**src/hw/rtl/pdr_pkg.sv**
```systemverilog
// Shared types, constants and the CORDIC angle table for the pose integrator.
// No dependencies; every other RTL file imports this package.
package pdr_pkg;

  localparam int FRAC_BITS    = 16;
  localparam int CORDIC_ITERS = 16;
  localparam int ANG_FRAC     = 24;
  localparam int TRIG_FRAC    = 30;
  localparam int DT_FRAC      = 16;

  localparam int POS_W  = 32;
  localparam int HEAD_W = 25;
  localparam int DT_W   = 16;
  localparam int MUL_W  = 33;             // shared multiplier operand width
  localparam int PROD_W = 2 * MUL_W;
  localparam int WRAP_W = 34;             // signed heading before reduction
  localparam int CW     = 33;             // CORDIC x/y, Q2.30
  localparam int ZW     = 34;             // CORDIC angle, degrees Q.24
  localparam int ITER_W = $clog2(CORDIC_ITERS);
  localparam int TBL_W  = 5;

  localparam int WRAP_STEPS = 8;          // conditional subtracts of 360 << k
  localparam int WRAP_K_W   = $clog2(WRAP_STEPS);

  localparam logic [HEAD_W-1:0] HEAD_MOD = HEAD_W'(360 << FRAC_BITS);
  localparam logic signed [CW-1:0] CORDIC_START = CW'(652032874);
  localparam logic [DT_W-1:0] TIME_STEP_RESET = DT_W'(655);

  // word kind carried on s_tuser
  typedef enum logic {OP_DRIVE = 1'b0, OP_TELEPORT = 1'b1} word_op_t;

  typedef struct packed {
    logic                     start;
    logic signed [WRAP_W-1:0] value;
  } wrap_req_t;

  typedef struct packed {
    logic              done;
    logic [HEAD_W-1:0] heading;
  } wrap_rsp_t;

  typedef struct packed {
    logic                 done;
    logic signed [CW-1:0] cos_v;
    logic signed [CW-1:0] sin_v;
  } trig_rsp_t;

  // atan(2^-i) in degrees, Q.24
  function automatic logic signed [31:0] atan_deg(input logic [TBL_W-1:0] idx);
    logic signed [31:0] r;
    case (idx)
      5'd0:    r = 32'sd754974720;
      5'd1:    r = 32'sd445687602;
      5'd2:    r = 32'sd235489088;
      5'd3:    r = 32'sd119537938;
      5'd4:    r = 32'sd60000934;
      5'd5:    r = 32'sd30029717;
      5'd6:    r = 32'sd15018523;
      5'd7:    r = 32'sd7509720;
      5'd8:    r = 32'sd3754917;
      5'd9:    r = 32'sd1877466;
      5'd10:   r = 32'sd938734;
      5'd11:   r = 32'sd469367;
      5'd12:   r = 32'sd234684;
      5'd13:   r = 32'sd117342;
      5'd14:   r = 32'sd58671;
      5'd15:   r = 32'sd29335;
      5'd16:   r = 32'sd14668;
      5'd17:   r = 32'sd7334;
      5'd18:   r = 32'sd3667;
      5'd19:   r = 32'sd1833;
      5'd20:   r = 32'sd917;
      5'd21:   r = 32'sd458;
      5'd22:   r = 32'sd229;
      5'd23:   r = 32'sd115;
      default: r = 32'sd0;
    endcase
    return r;
  endfunction

endpackage

```
**src/hw/rtl/pdr_mul.sv**
```systemverilog
// Shared signed multiplier with a registered product.
// Depends on pdr_pkg for operand and product widths.
module pdr_mul import pdr_pkg::*; (
  input  logic                     clk,
  input  logic signed [MUL_W-1:0]  a,
  input  logic signed [MUL_W-1:0]  b,
  output logic signed [PROD_W-1:0] p
);

  always_ff @(posedge clk) begin
    p <= a * b;
  end

endmodule

```
**src/hw/rtl/pdr_wrap.sv**
```systemverilog
// Iterative reduction of a signed heading modulo 360 degrees into [0,360).
// One compare-and-subtract per cycle; depends on pdr_pkg.
module pdr_wrap import pdr_pkg::*; (
  input  logic      clk,
  input  logic      rst,
  input  wrap_req_t req,
  output wrap_rsp_t rsp
);

  localparam int RW = WRAP_W - 1;
  localparam logic signed [WRAP_W-1:0] LIFT = WRAP_W'(HEAD_MOD) << (WRAP_STEPS - 1);

  logic [RW-1:0]       r;
  logic [WRAP_K_W-1:0] k;
  logic                busy;
  logic                done;
  logic [RW-1:0]       m_k;
  logic signed [WRAP_W-1:0] lifted;

  assign m_k    = RW'(HEAD_MOD) << k;
  assign lifted = req.value + LIFT;

  always_ff @(posedge clk) begin
    if (rst) begin
      busy <= 1'b0;
      done <= 1'b0;
    end else begin
      done <= 1'b0;
      if (req.start) begin
        busy <= 1'b1;
        k    <= WRAP_K_W'(WRAP_STEPS - 1);
        // lift negatives by 360 * 2^(steps-1) so the value starts non-negative
        if (req.value[WRAP_W-1]) begin
          r <= lifted[RW-1:0];
        end else begin
          r <= req.value[RW-1:0];
        end
      end else if (busy) begin
        if (r >= m_k) begin
          r <= r - m_k;
        end
        if (k == '0) begin
          busy <= 1'b0;
          done <= 1'b1;
        end else begin
          k <= k - 1'b1;
        end
      end
    end
  end

  assign rsp.done    = done;
  assign rsp.heading = r[HEAD_W-1:0];

endmodule

```
**src/hw/rtl/pdr_cordic.sv**
```systemverilog
// Rotation-mode CORDIC in degrees: cos and sin of a heading, Q2.30 results.
// One x/y/z micro-rotation per cycle; depends on pdr_pkg for the angle table.
module pdr_cordic import pdr_pkg::*; (
  input  logic              clk,
  input  logic              rst,
  input  logic              start,
  input  logic [HEAD_W-1:0] heading,
  output trig_rsp_t         rsp
);

  localparam logic [1:0] C_IDLE = 2'd0;
  localparam logic [1:0] C_FOLD = 2'd1;
  localparam logic [1:0] C_ITER = 2'd2;
  localparam logic [1:0] C_FIN  = 2'd3;

  localparam logic signed [ZW-1:0] Z_FULL    = ZW'(longint'(360) << ANG_FRAC);
  localparam logic signed [ZW-1:0] Z_HALF    = ZW'(longint'(180) << ANG_FRAC);
  localparam logic signed [ZW-1:0] Z_QUARTER = ZW'(longint'(90) << ANG_FRAC);

  logic [1:0]           state;
  logic signed [CW-1:0] x;
  logic signed [CW-1:0] y;
  logic signed [ZW-1:0] z;
  logic                 flip;
  logic [ITER_W-1:0]    i;
  logic                 done;
  logic signed [CW-1:0] cos_v;
  logic signed [CW-1:0] sin_v;

  logic signed [ZW-1:0] z0;
  logic signed [CW-1:0] xs;
  logic signed [CW-1:0] ys;
  logic signed [ZW-1:0] ang;

  assign z0  = ZW'(heading) << (ANG_FRAC - FRAC_BITS);
  assign xs  = x >>> i;
  assign ys  = y >>> i;
  assign ang = ZW'(atan_deg(TBL_W'(i)));

  always_ff @(posedge clk) begin
    if (rst) begin
      state <= C_IDLE;
      done  <= 1'b0;
    end else begin
      done <= 1'b0;
      case (state)
        C_IDLE: begin
          if (start) begin
            z     <= (z0 > Z_HALF) ? z0 - Z_FULL : z0;
            state <= C_FOLD;
          end
        end
        C_FOLD: begin
          // fold into [-90,90]; a half-turn fold negates the results
          if (z > Z_QUARTER) begin
            z    <= z - Z_HALF;
            flip <= 1'b1;
          end else if (z < -Z_QUARTER) begin
            z    <= z + Z_HALF;
            flip <= 1'b1;
          end else begin
            flip <= 1'b0;
          end
          x     <= CORDIC_START;
          y     <= '0;
          i     <= '0;
          state <= C_ITER;
        end
        C_ITER: begin
          if (!z[ZW-1]) begin
            x <= x - ys;
            y <= y + xs;
            z <= z - ang;
          end else begin
            x <= x + ys;
            y <= y - xs;
            z <= z + ang;
          end
          if (i == ITER_W'(CORDIC_ITERS - 1)) begin
            state <= C_FIN;
          end else begin
            i <= i + 1'b1;
          end
        end
        C_FIN: begin
          cos_v <= flip ? -x : x;
          sin_v <= flip ? -y : y;
          done  <= 1'b1;
          state <= C_IDLE;
        end
        default: state <= C_IDLE;
      endcase
    end
  end

  assign rsp.done  = done;
  assign rsp.cos_v = cos_v;
  assign rsp.sin_v = sin_v;

endmodule

```
**src/hw/rtl/pose_dead_reckoning_integrator_unit.sv**
```systemverilog
// Planar pose integrator (unicycle dead reckoning) with a small sequencer.
// A drive word runs heading accumulation and reduction, the CORDIC, then two multiply
// passes (x, then y) on the shared multiplier; a teleport word runs the heading
// reduction only. One word in flight: s_tready is high only in the idle state, and a
// full output register waiting on m_tready holds the sequencer before it returns there.
// Reset (rst, synchronous, active high) clears the pose, sets time_step to 655.
module pose_dead_reckoning_integrator_unit import pdr_pkg::*; (
  input  logic            clk,
  input  logic            rst,
  input  logic            s_tvalid,
  output logic            s_tready,
  // lin_vel[31:0], ang_vel[63:32], set_x[95:64], set_y[127:96], set_heading[159:128]
  input  logic [159:0]    s_tdata,
  // op[0]
  input  logic            s_tuser,
  output logic            m_tvalid,
  input  logic            m_tready,
  // pos_x[31:0], pos_y[63:32], pose_heading[88:64], zero[95:89]
  output logic [95:0]     m_tdata,
  input  logic            cfg_valid,
  output logic            cfg_ready,
  input  logic [DT_W-1:0] cfg_data
);

  localparam logic [3:0] ST_IDLE = 4'd0;
  localparam logic [3:0] ST_HMUL = 4'd1;
  localparam logic [3:0] ST_HADD = 4'd2;
  localparam logic [3:0] ST_TSET = 4'd3;
  localparam logic [3:0] ST_WRAP = 4'd4;
  localparam logic [3:0] ST_TRIG = 4'd5;
  localparam logic [3:0] ST_VMUL = 4'd6;
  localparam logic [3:0] ST_VRND = 4'd7;
  localparam logic [3:0] ST_DMUL = 4'd8;
  localparam logic [3:0] ST_PADD = 4'd9;
  localparam logic [3:0] ST_OUT  = 4'd10;

  localparam int CHG_W = PROD_W - DT_FRAC;
  localparam int V_W   = MUL_W;
  localparam int D_W   = 34;
  localparam int SUM_W = D_W + 1;

  localparam logic signed [SUM_W-1:0] POS_MAX = SUM_W'(64'sd2147483647);
  localparam logic signed [SUM_W-1:0] POS_MIN = -SUM_W'(64'sd2147483648);

  logic [3:0]              state;
  logic [DT_W-1:0]         time_step;
  logic                    op;
  logic signed [POS_W-1:0] lin;
  logic signed [POS_W-1:0] ang;
  logic signed [POS_W-1:0] set_hd;
  logic signed [POS_W-1:0] x_position;
  logic signed [POS_W-1:0] y_position;
  logic [HEAD_W-1:0]       heading_angle;
  logic signed [CW-1:0]    trig_c;
  logic signed [CW-1:0]    trig_s;
  logic signed [V_W-1:0]   v;
  logic                    axis;          // 0: x pass, 1: y pass
  logic [95:0]             out_word;
  logic                    out_valid;

  logic signed [MUL_W-1:0]  mul_a;
  logic signed [MUL_W-1:0]  mul_b;
  logic signed [PROD_W-1:0] prod;
  wrap_req_t                wreq;
  wrap_rsp_t                wrsp;
  trig_rsp_t                trsp;
  logic                     trig_start;

  logic signed [PROD_W-1:0] rnd16;
  logic signed [PROD_W-1:0] rnd30;
  logic signed [WRAP_W-1:0] head_sum;
  logic signed [D_W-1:0]    d;
  logic signed [SUM_W-1:0]  pos_sum;
  logic signed [POS_W-1:0]  pos_cur;
  logic signed [POS_W-1:0]  pos_new;
  logic signed [MUL_W-1:0]  dt_s;

  assign s_tready  = (state == ST_IDLE);
  assign cfg_ready = 1'b1;
  assign m_tvalid  = out_valid;
  assign m_tdata   = out_word;

  assign dt_s = $signed({{(MUL_W - DT_W){1'b0}}, time_step});

  // multiplier operand select
  always_comb begin
    case (state)
      ST_HMUL: begin
        mul_a = MUL_W'(ang);
        mul_b = dt_s;
      end
      ST_VMUL: begin
        mul_a = MUL_W'(lin);
        mul_b = axis ? MUL_W'(trig_s) : MUL_W'(trig_c);
      end
      default: begin
        mul_a = v;
        mul_b = dt_s;
      end
    endcase
  end

  pdr_mul u_mul (
    .clk (clk),
    .a   (mul_a),
    .b   (mul_b),
    .p   (prod)
  );

  // round half up on the dropped bits
  assign rnd16    = (prod + (PROD_W'(1) << (DT_FRAC - 1))) >>> DT_FRAC;
  assign rnd30    = (prod + (PROD_W'(1) << (TRIG_FRAC - 1))) >>> TRIG_FRAC;
  assign head_sum = $signed({{(WRAP_W - HEAD_W){1'b0}}, heading_angle})
                    + WRAP_W'(rnd16[CHG_W-1:0]);
  assign d        = rnd16[D_W-1:0];

  assign wreq.start = (state == ST_HADD) || (state == ST_TSET);
  assign wreq.value = (state == ST_TSET) ? WRAP_W'(set_hd) : head_sum;

  pdr_wrap u_wrap (
    .clk (clk),
    .rst (rst),
    .req (wreq),
    .rsp (wrsp)
  );

  assign trig_start = (state == ST_WRAP) && wrsp.done && (op != OP_TELEPORT);

  pdr_cordic u_cordic (
    .clk     (clk),
    .rst     (rst),
    .start   (trig_start),
    .heading (wrsp.heading),
    .rsp     (trsp)
  );

  assign pos_cur = axis ? y_position : x_position;
  assign pos_sum = SUM_W'(pos_cur) + SUM_W'(d);

  always_comb begin
    if (pos_sum > POS_MAX) begin
      pos_new = POS_MAX[POS_W-1:0];
    end else if (pos_sum < POS_MIN) begin
      pos_new = POS_MIN[POS_W-1:0];
    end else begin
      pos_new = pos_sum[POS_W-1:0];
    end
  end

  always_ff @(posedge clk) begin
    if (rst) begin
      state         <= ST_IDLE;
      time_step     <= TIME_STEP_RESET;
      x_position    <= '0;
      y_position    <= '0;
      heading_angle <= '0;
      out_valid     <= 1'b0;
    end else begin
      if (cfg_valid && cfg_ready) begin
        time_step <= cfg_data;
      end
      // ST_OUT reloads the output register itself
      if (out_valid && m_tready && (state != ST_OUT)) begin
        out_valid <= 1'b0;
      end
      case (state)
        ST_IDLE: begin
          if (s_tvalid) begin
            op     <= s_tuser;
            lin    <= s_tdata[31:0];
            ang    <= s_tdata[63:32];
            set_hd <= s_tdata[159:128];
            if (s_tuser == OP_TELEPORT) begin
              x_position <= s_tdata[95:64];
              y_position <= s_tdata[127:96];
              state      <= ST_TSET;
            end else begin
              state <= ST_HMUL;
            end
          end
        end
        ST_HMUL: state <= ST_HADD;
        ST_HADD: state <= ST_WRAP;
        ST_TSET: state <= ST_WRAP;
        ST_WRAP: begin
          if (wrsp.done) begin
            heading_angle <= wrsp.heading;
            state         <= (op == OP_TELEPORT) ? ST_OUT : ST_TRIG;
          end
        end
        ST_TRIG: begin
          if (trsp.done) begin
            trig_c <= trsp.cos_v;
            trig_s <= trsp.sin_v;
            axis   <= 1'b0;
            state  <= ST_VMUL;
          end
        end
        ST_VMUL: state <= ST_VRND;
        ST_VRND: begin
          v     <= rnd30[V_W-1:0];
          state <= ST_DMUL;
        end
        ST_DMUL: state <= ST_PADD;
        ST_PADD: begin
          if (axis) begin
            y_position <= pos_new;
            state      <= ST_OUT;
          end else begin
            x_position <= pos_new;
            axis       <= 1'b1;
            state      <= ST_VMUL;
          end
        end
        ST_OUT: begin
          // hold until the output register is free
          if (!out_valid || m_tready) begin
            out_valid <= 1'b1;
            out_word  <= {7'b0, heading_angle, y_position, x_position};
            state     <= ST_IDLE;
          end
        end
        default: state <= ST_IDLE;
      endcase
    end
  end

endmodule

```
**config.mk**
```make
export PLATFORM = sky130hd
export DESIGN_NAME = pose_dead_reckoning_integrator_unit
export DESIGN_NICKNAME = d
export VERILOG_FILES = /design/src/hw/rtl/pdr_pkg.sv /design/src/hw/rtl/pdr_mul.sv /design/src/hw/rtl/pdr_wrap.sv /design/src/hw/rtl/pdr_cordic.sv /design/src/hw/rtl/pose_dead_reckoning_integrator_unit.sv
export SDC_FILE = /design/constraint.sdc
export NUM_CORES = 2
export LEC_CHECK = 0
export BUFFER_PORTS_ARGS = -buffer_cell sky130_fd_sc_hd__buf_4
export CAP_MARGIN = 20
export CORE_ASPECT_RATIO = 1.75
export CORE_UTILIZATION = 40
export DETAILED_ROUTE_END_ITERATION = 16
export PLACE_DENSITY = 0.63
export SLEW_MARGIN = 0
export SYNTH_ARGS = -nofsm -noshare
export SYNTH_HDL_FRONTEND = slang
export SYNTH_SLANG_ARGS = --single-unit
```
**constraint.sdc**
```tcl
create_clock -name clk -period 29.8 [get_ports clk]
set_input_delay 0 -clock clk [delete_from_list [all_inputs] [get_ports clk]]
set_output_delay 0 -clock clk [all_outputs]
set_load 0.02 [all_outputs]
```
# [Yosys cells after proc, flatten, opt, wreduce, memory -nomap -nowiden]
# Memory sizes are Yosys's and may differ from the RTL's. A register that Yosys moved wholly into a read port is not among the register bits.
# Cells that the tools add are included.
[word_totals] in_bits=182 memories=1 out_inout_bits=99 register_bits=671 rom_bits=480
[mem_list] name="(name not given)" depth=16 width=30 rd=1 rd_ports_with_merged_regs=1 wr=0 line_no="pdr_pkg.sv:51" rtl="case (idx)"
[op_classes] bitwise=3 n_eq_ne=27 order_cmp=6 mux=58 shifts=3 reduce_logical=35 add_sub_neg=19 multipliers=1
[op_table] op="33-bit 2-to-1 mux" n=10
[op_table] op="32-bit 2-to-1 mux" n=9
[op_table] op="34-bit 2-to-1 mux" n=6
[op_table] op="33-bit case mux with 2 select lines" n=3
[op_table] op="32-bit case mux with 2 select lines" n=2
[op_table] op="34-bit case mux with 3 select lines" n=1
[op_table] op="33-bit subtractor" n=3
[op_table] op="33-bit adder" n=2
[op_table] op="33-bit negation" n=2
[op_table] op="33-bit by 4-bit >>> shifter with 33-bit output" n=2
[op_table] op="63-bit by 31-bit adder with 63-bit output (second input constant)" n=1
[op_table] op="33-bit by 33-bit multiplier with 63-bit output" n=1
[op_table] op="50-bit by 17-bit adder with 50-bit output (second input constant)" n=1
[op_table] op="4-bit case mux with 10 select lines" n=1
[op_table] op="32-bit by 34-bit adder with 35-bit output" n=1
[op_table] op="35-bit by 32-bit > comparator with 1-bit output (second input constant)" n=1
[op_table] op="35-bit by 32-bit < comparator with 1-bit output (second input constant)" n=1
[op_table] op="25-bit by 34-bit adder with 34-bit output" n=1
[op_table] op="34-bit by 32-bit adder with 34-bit output" n=1
[op_table] op="34-bit by 33-bit adder with 34-bit output (second input constant)" n=1
[op_table] op="34-bit by 32-bit > comparator with 1-bit output (second input constant)" n=1
[op_table] op="34-bit by 32-bit < comparator with 1-bit output (second input constant)" n=1
[op_table] op="33-bit by 33-bit subtractor with 34-bit output (second input constant)" n=1
[op_table] op="34-bit by 32-bit subtractor with 34-bit output" n=1
[op_table] op="other kinds (38)" n=98

# [Depth between registers and ports, before layout]
[depth] ltp_word=7 mapped_depth=39 ltp_nobuf=34

# [Cells and area by module]
# From an unflattened synthesis, not the netlist that was laid out.
[unflattened] hier_cells=8506 hier_area_um2=82552.9
[by_module_without_submodules] module="pdr_mul" cells_per_inst=4261 seq_area_each_um2=1321.3 instances=1 area_each_um2=40146.0
[by_module_without_submodules] module="pdr_cordic" cells_per_inst=2201 seq_area_each_um2=5795.6 instances=1 area_each_um2=20188.1
[by_module_without_submodules] module="pose_dead_reckoning_integrator_unit" cells_per_inst=1781 seq_area_each_um2=10790.3 instances=1 area_each_um2=19473.7
[by_module_without_submodules] module="pdr_wrap" cells_per_inst=263 seq_area_each_um2=1121.1 instances=1 area_each_um2=2745.1

# [Worst setup path after synthesis]
# No wires, ideal clock.
[synth_timing] path_type="register to register" start="reg state[3]" end="reg u_mul.p[62]" stages_incl_launch_ff=36 t_required_ns=29.682 synth_period_minus_slack_ns=9.544 slack_ns=20.256 t_arrival_ns=9.426 setup_time_ns=0.118 cell_sequence="dfxtp_1 -> clkbuf_1 -> and4bb_2 -> clkbuf_1 -> clkbuf_1 -> buf_1 -> buf_1 -> a21o_1 -> clkbuf_1 -> nor2_1 -> fa_1 -> fa_1 -> fa_1 -> inv_1 -> fa_1 -> fa_1 -> fa_1 -> inv_1 -> fa_1 -> inv_1 -> fa_1 -> inv_1 -> ha_1 -> a21o_1 -> a21o_1 -> a21o_1 -> a21o_1 -> a211oi_1 -> a21oi_1 -> or4_1 -> a31oi_1 -> o21ai_1 -> a21o_1 -> a31oi_1 -> and2b_1 -> xnor2_1"
[synth_between] elab_chain_cells=3
[synth_lines] element="start, declared" line_no="pose_dead_reckoning_integrator_unit.sv:45" rtl="logic [3:0] state;"
[synth_lines] element="start signal, assigned" line_no="pose_dead_reckoning_integrator_unit.sv:188" rtl="state <= (op == OP_TELEPORT) ? ST_OUT : ST_TRIG;"
[synth_lines] element="4-bit by 3-bit == test with 1-bit output / 4-bit by 1-bit == test with 1-bit output (equally long branches)" line_no="pose_dead_reckoning_integrator_unit.sv:87" rtl="case (state)"
[synth_lines] element="33-bit case mux with 2 select lines / 33-bit 2-to-1 mux (equally long branches)" line_no="pose_dead_reckoning_integrator_unit.sv:87"
[synth_lines] element="33-bit by 33-bit multiplier with 63-bit output *" line_no="pdr_mul.sv:11" rtl="p <= a * b;"
[synth_lines] element="end signal, assigned" line_no="pdr_mul.sv:11"
[synth_lines] element="end, declared" line_no="pdr_mul.sv:7" rtl="output logic signed [PROD_W-1:0] p"
# Every way passes the cells marked *; elsewhere a longest branch is shown, timed or not.
# A chain may end at the register's enable or synchronous reset.

# [Worst setup path after layout]
[layout_timing] start="reg state[1]" end="reg u_mul.p[60]"
# Same word-level chain as after synthesis.

==> impl_metrics.py <==
metrics = {
    "timing": {
        "finalSetupViolCount": 0,
        "slew_headroom": 0.211,
        "grt_setup_unrepaired": "no",
        "fin_setup_tns_ps": 0,
        "period_share": 0.385,
        "worstMarginPinSlew_ps": 1180,
        "final_max_slew_viol_count": 0,
        "fin_ws_ps": 18330,
        "fmax_mhz": 87.2,
        "hold_viol": 0,
        "finClkSkew_ps": 93.9,
        "min_period_ps": 11470,
    },
    "finish": {
        "seq_area_um2": 18700,
        "area_growth_pct": 12.6,
        "fillers": 17900,
        "multi_input_comb_area_um2": 52300,
        "drive_above_1_share": 0.0890,
        "finalNetCount": 10100,
        "fin_cells": 10900,
    },
    "route": {
        "drt-pass1-iter-count": 7,
        "ant_nets": 0,
        "vias": 62000,
        "drc": 0,
        "drtIter0Drc": 5154,
        "drt_wl_total_mm": 292,
        "viasPerCell": 5.70,
        "wl_per_cell_um": 26.8,
    },
    "grt": {
        "grt_pass1_wl_mm": 428,
        "busiest_layer": "met2",
        "use_met1": 0.304,
        "grt_overflow": 0,
        "grt_util_met3": 0.0570,
        "grt_max_degree": 72,
        "grt_pass1_vias": 66800,
        "antenna_found_initial": 15,
        "grt_use_total": 0.304,
        "grtUsageMet2": 0.523,
    },
    "logic_synthesis": {
        "ys_async_sr_fraction": 0,
        "syn_inst": 8018,
        "ys_warn_count": 0,
        "yosysTopAreaCellShare": 0.291,
        "ys_ff_latch": 686,
        "synth_sequential_area_ratio": 0.243,
        "avgSynthCellArea_um2": 9.59,
        "yosys.area.top_type": "fa_1",
        "yosys-top-cells-area": "fa_1 29%, edfxtp_1 19%, ha_1 6.7%",
        "synth_edf_count": 493,
        "synth_ff_type": "edfxtp_1",
        "synthDistinctLibCells": 109,
        "syn_area_um2": 76900,
    },
    "floorplan": {
        "rows": 212,
        "die_x_um": 333,
        "start_util": 0.403,
        "pin_count": 281,
        "core_area_um2": 191000,
        "die_h_um": 582,
        "die_area_um2": 194000,
    },
    "status": {
        "status": "complete, no violations",
    },
    "setup_path": {
        "path_delay_family": "adder cells",
        "crit_path_start_kind": "flip-flop",
        "max_stage_delay_ps": 890,
        "critical_path_buf_inv_count": 6,
        "crit_type": "flip-flop to flip-flop",
        "cp_data_arrival_time_ps": 12080,
        "cpMostUsedCell": "fa_1",
        "cp-end-kind": "flip-flop",
        "crit_fanout": 53,
        "cp_slowest_cell": "nand2_1",
        "required_ps": 30410,
    },
    "clock_network": {
        "root_buffer": "clkbuf_16",
        "cts-resized-gates": 0,
        "clock_sinks": 686,
        "cts_tree": "done",
        "cts.path.max_buffers": 3,
        "ctsHtreeMaxLevel": 3,
        "cts_made_buffers": 72,
        "cts_setup_buffers": 0,
        "clock_latency_ps": 740,
        "cts_hold_buf": 233,
        "path_clk_slew_ps": 60,
    },
    "placed_design": {
        "hpwl_mm": 229,
        "dpl_worst_slack_ps": 18490,
        "place_inst": 10500,
        "gp_congestion": 1.05,
        "io_buffers": 272,
    },
    "run": {
        "drv_cap": 0,
    },
    "hold_path": {
        "min_path_type": "input pin to flip-flop",
    },
}
## worst reg2reg max path, delay by kind of cell, from the launching register on
kind                     cells  cell delay [ps]
XOR/XNOR                     1              180
AND/OR/NAND/NOR              5             1800
buffers and inverters        6              870
adder cells (fa/ha/maj)      9             4360
flip-flops                   1              750
AO/OA/AOI/OAI               11             3400
## worst paths after layout
check / startpoint / slack, ps / cells past startpoint / to
min: s_tdata[142] / 20 / 2 / set_hd[14]
max reg2reg: state[1] / 18330 / 32 / u_mul.p[60]
min reg2reg: u_cordic.sin_v[9] / 370 / 0 / trig_s[9]
max: state[1] / 18330 / 32 / u_mul.p[60]
## cell type report
class / instances / share of cell area
Inverter: 1212 / 0.0526
Sequential cell: 686 / 0.216
Clock inverter: 44 / 0.00639
Timing Repair Buffer: 636 / 0.0629
Clock buffer: 89 / 0.0226
Antenna cell: 12 / 0.000347
Multi-Input combinational cell: 5737 / 0.604
Tap cell: 2461 / 0.0356
## metrics by stage
step	hold slack, ps	utilization	instance area [um2]
floorplan	98.9	-	76900
global placement	180	0.428	81500
detailed placement	179	0.428	81600
CTS	3.20	0.453	86500
global route	9.90	0.454	86500
finish	15.8	0.454	86600
## logic make-up after synthesis
logic type | after synthesis | share of synthesized area
xor+xnor | 425 | 0.0484
compound gates | 1064 | 0.0894
buf+inv | 1601 | 0.0798
mux | 211 | 0.0397
other cells | 2 | 0.0000977
fa+ha+maj | 1532 | 0.358
flops | 686 | 0.243
simple gates | 2497 | 0.141
## per-layer routing
layer	wire, um	vias to the layer above
li1	-	26600
met4	34600	8
met1	92700	30900
met2	143000	3236
met5	54	-
met3	21200	1269
## synthesized netlist by cell type, types with 10 or more instances
master and count:
and4_1 12, o21bai_1 31, a31oi_1 48, nand2b_1 50, or2_2 25, o211ai_1 18, nor4_1 25, nor2b_1 51
mux4_2 57, and2_1 99, or4_1 21, a311oi_1 66, a21oi_1 314, inv_1 1208, nor2_1 892, mux2i_1 76
buf_1 36, mux2_2 69, edfxtp_1 493, dfxtp_1 193, buf_2 22, o21a_1 47, nor3_1 80, o22ai_1 23
xor2_1 141, nand3_1 72, o21ai_0 198, xnor2_1 284, ha_1 414, nand2_1 1014, a22oi_1 35, a211oi_1 32
a21o_1 105, fa_1 1118, and3_1 37, or3_1 27, o21ai_1 11, o31ai_1 36, clkbuf_1 315, a211o_1 16
nand4_1 37, buf_4 10
## placed cells by master (no fill, tap or decap), types with 18 or more instances in the layout
master and instances:
o211ai_1 18, edfxtp_1 493, nand2b_1 50, and3_1 37, dfxtp_1 192, or2_2 25
mux4_2 57, a211oi_1 31, and2_1 96, ha_1 413, a22oi_1 35, buf_4 395
clkbuf_16 74, xnor2_1 284, o21bai_1 31, nor4_1 25, a21o_1 104, o21a_1 47
dlygate4sd3_1 233, o22ai_1 23, nor3_1 78, nand4_1 37, a311oi_1 66, mux2i_1 74
o31ai_1 36, o21ai_0 197, or4_1 21, nor2_1 885, fa_1 1117, nand3_1 72
a21oi_1 310, nand2_1 1011, or3_1 27, mux2_2 69, xor2_1 141, nor2b_1 49
inv_1 1207, a31oi_1 48
## state kept, by name (all words and copies together) (netlist names), 33 cells and up
signal          cells
u_mul.p            48
u_cordic.y         33
trig_s             33
u_cordic.z         34
u_cordic.sin_v     33
m_tdata            89
v                  33
trig_c             33
u_cordic.x         33
u_cordic.cos_v     33
u_wrap.r           33
Power is not shown: default switching activity piles up to over one toggle a cycle in this logic, so the estimate is an artifact.
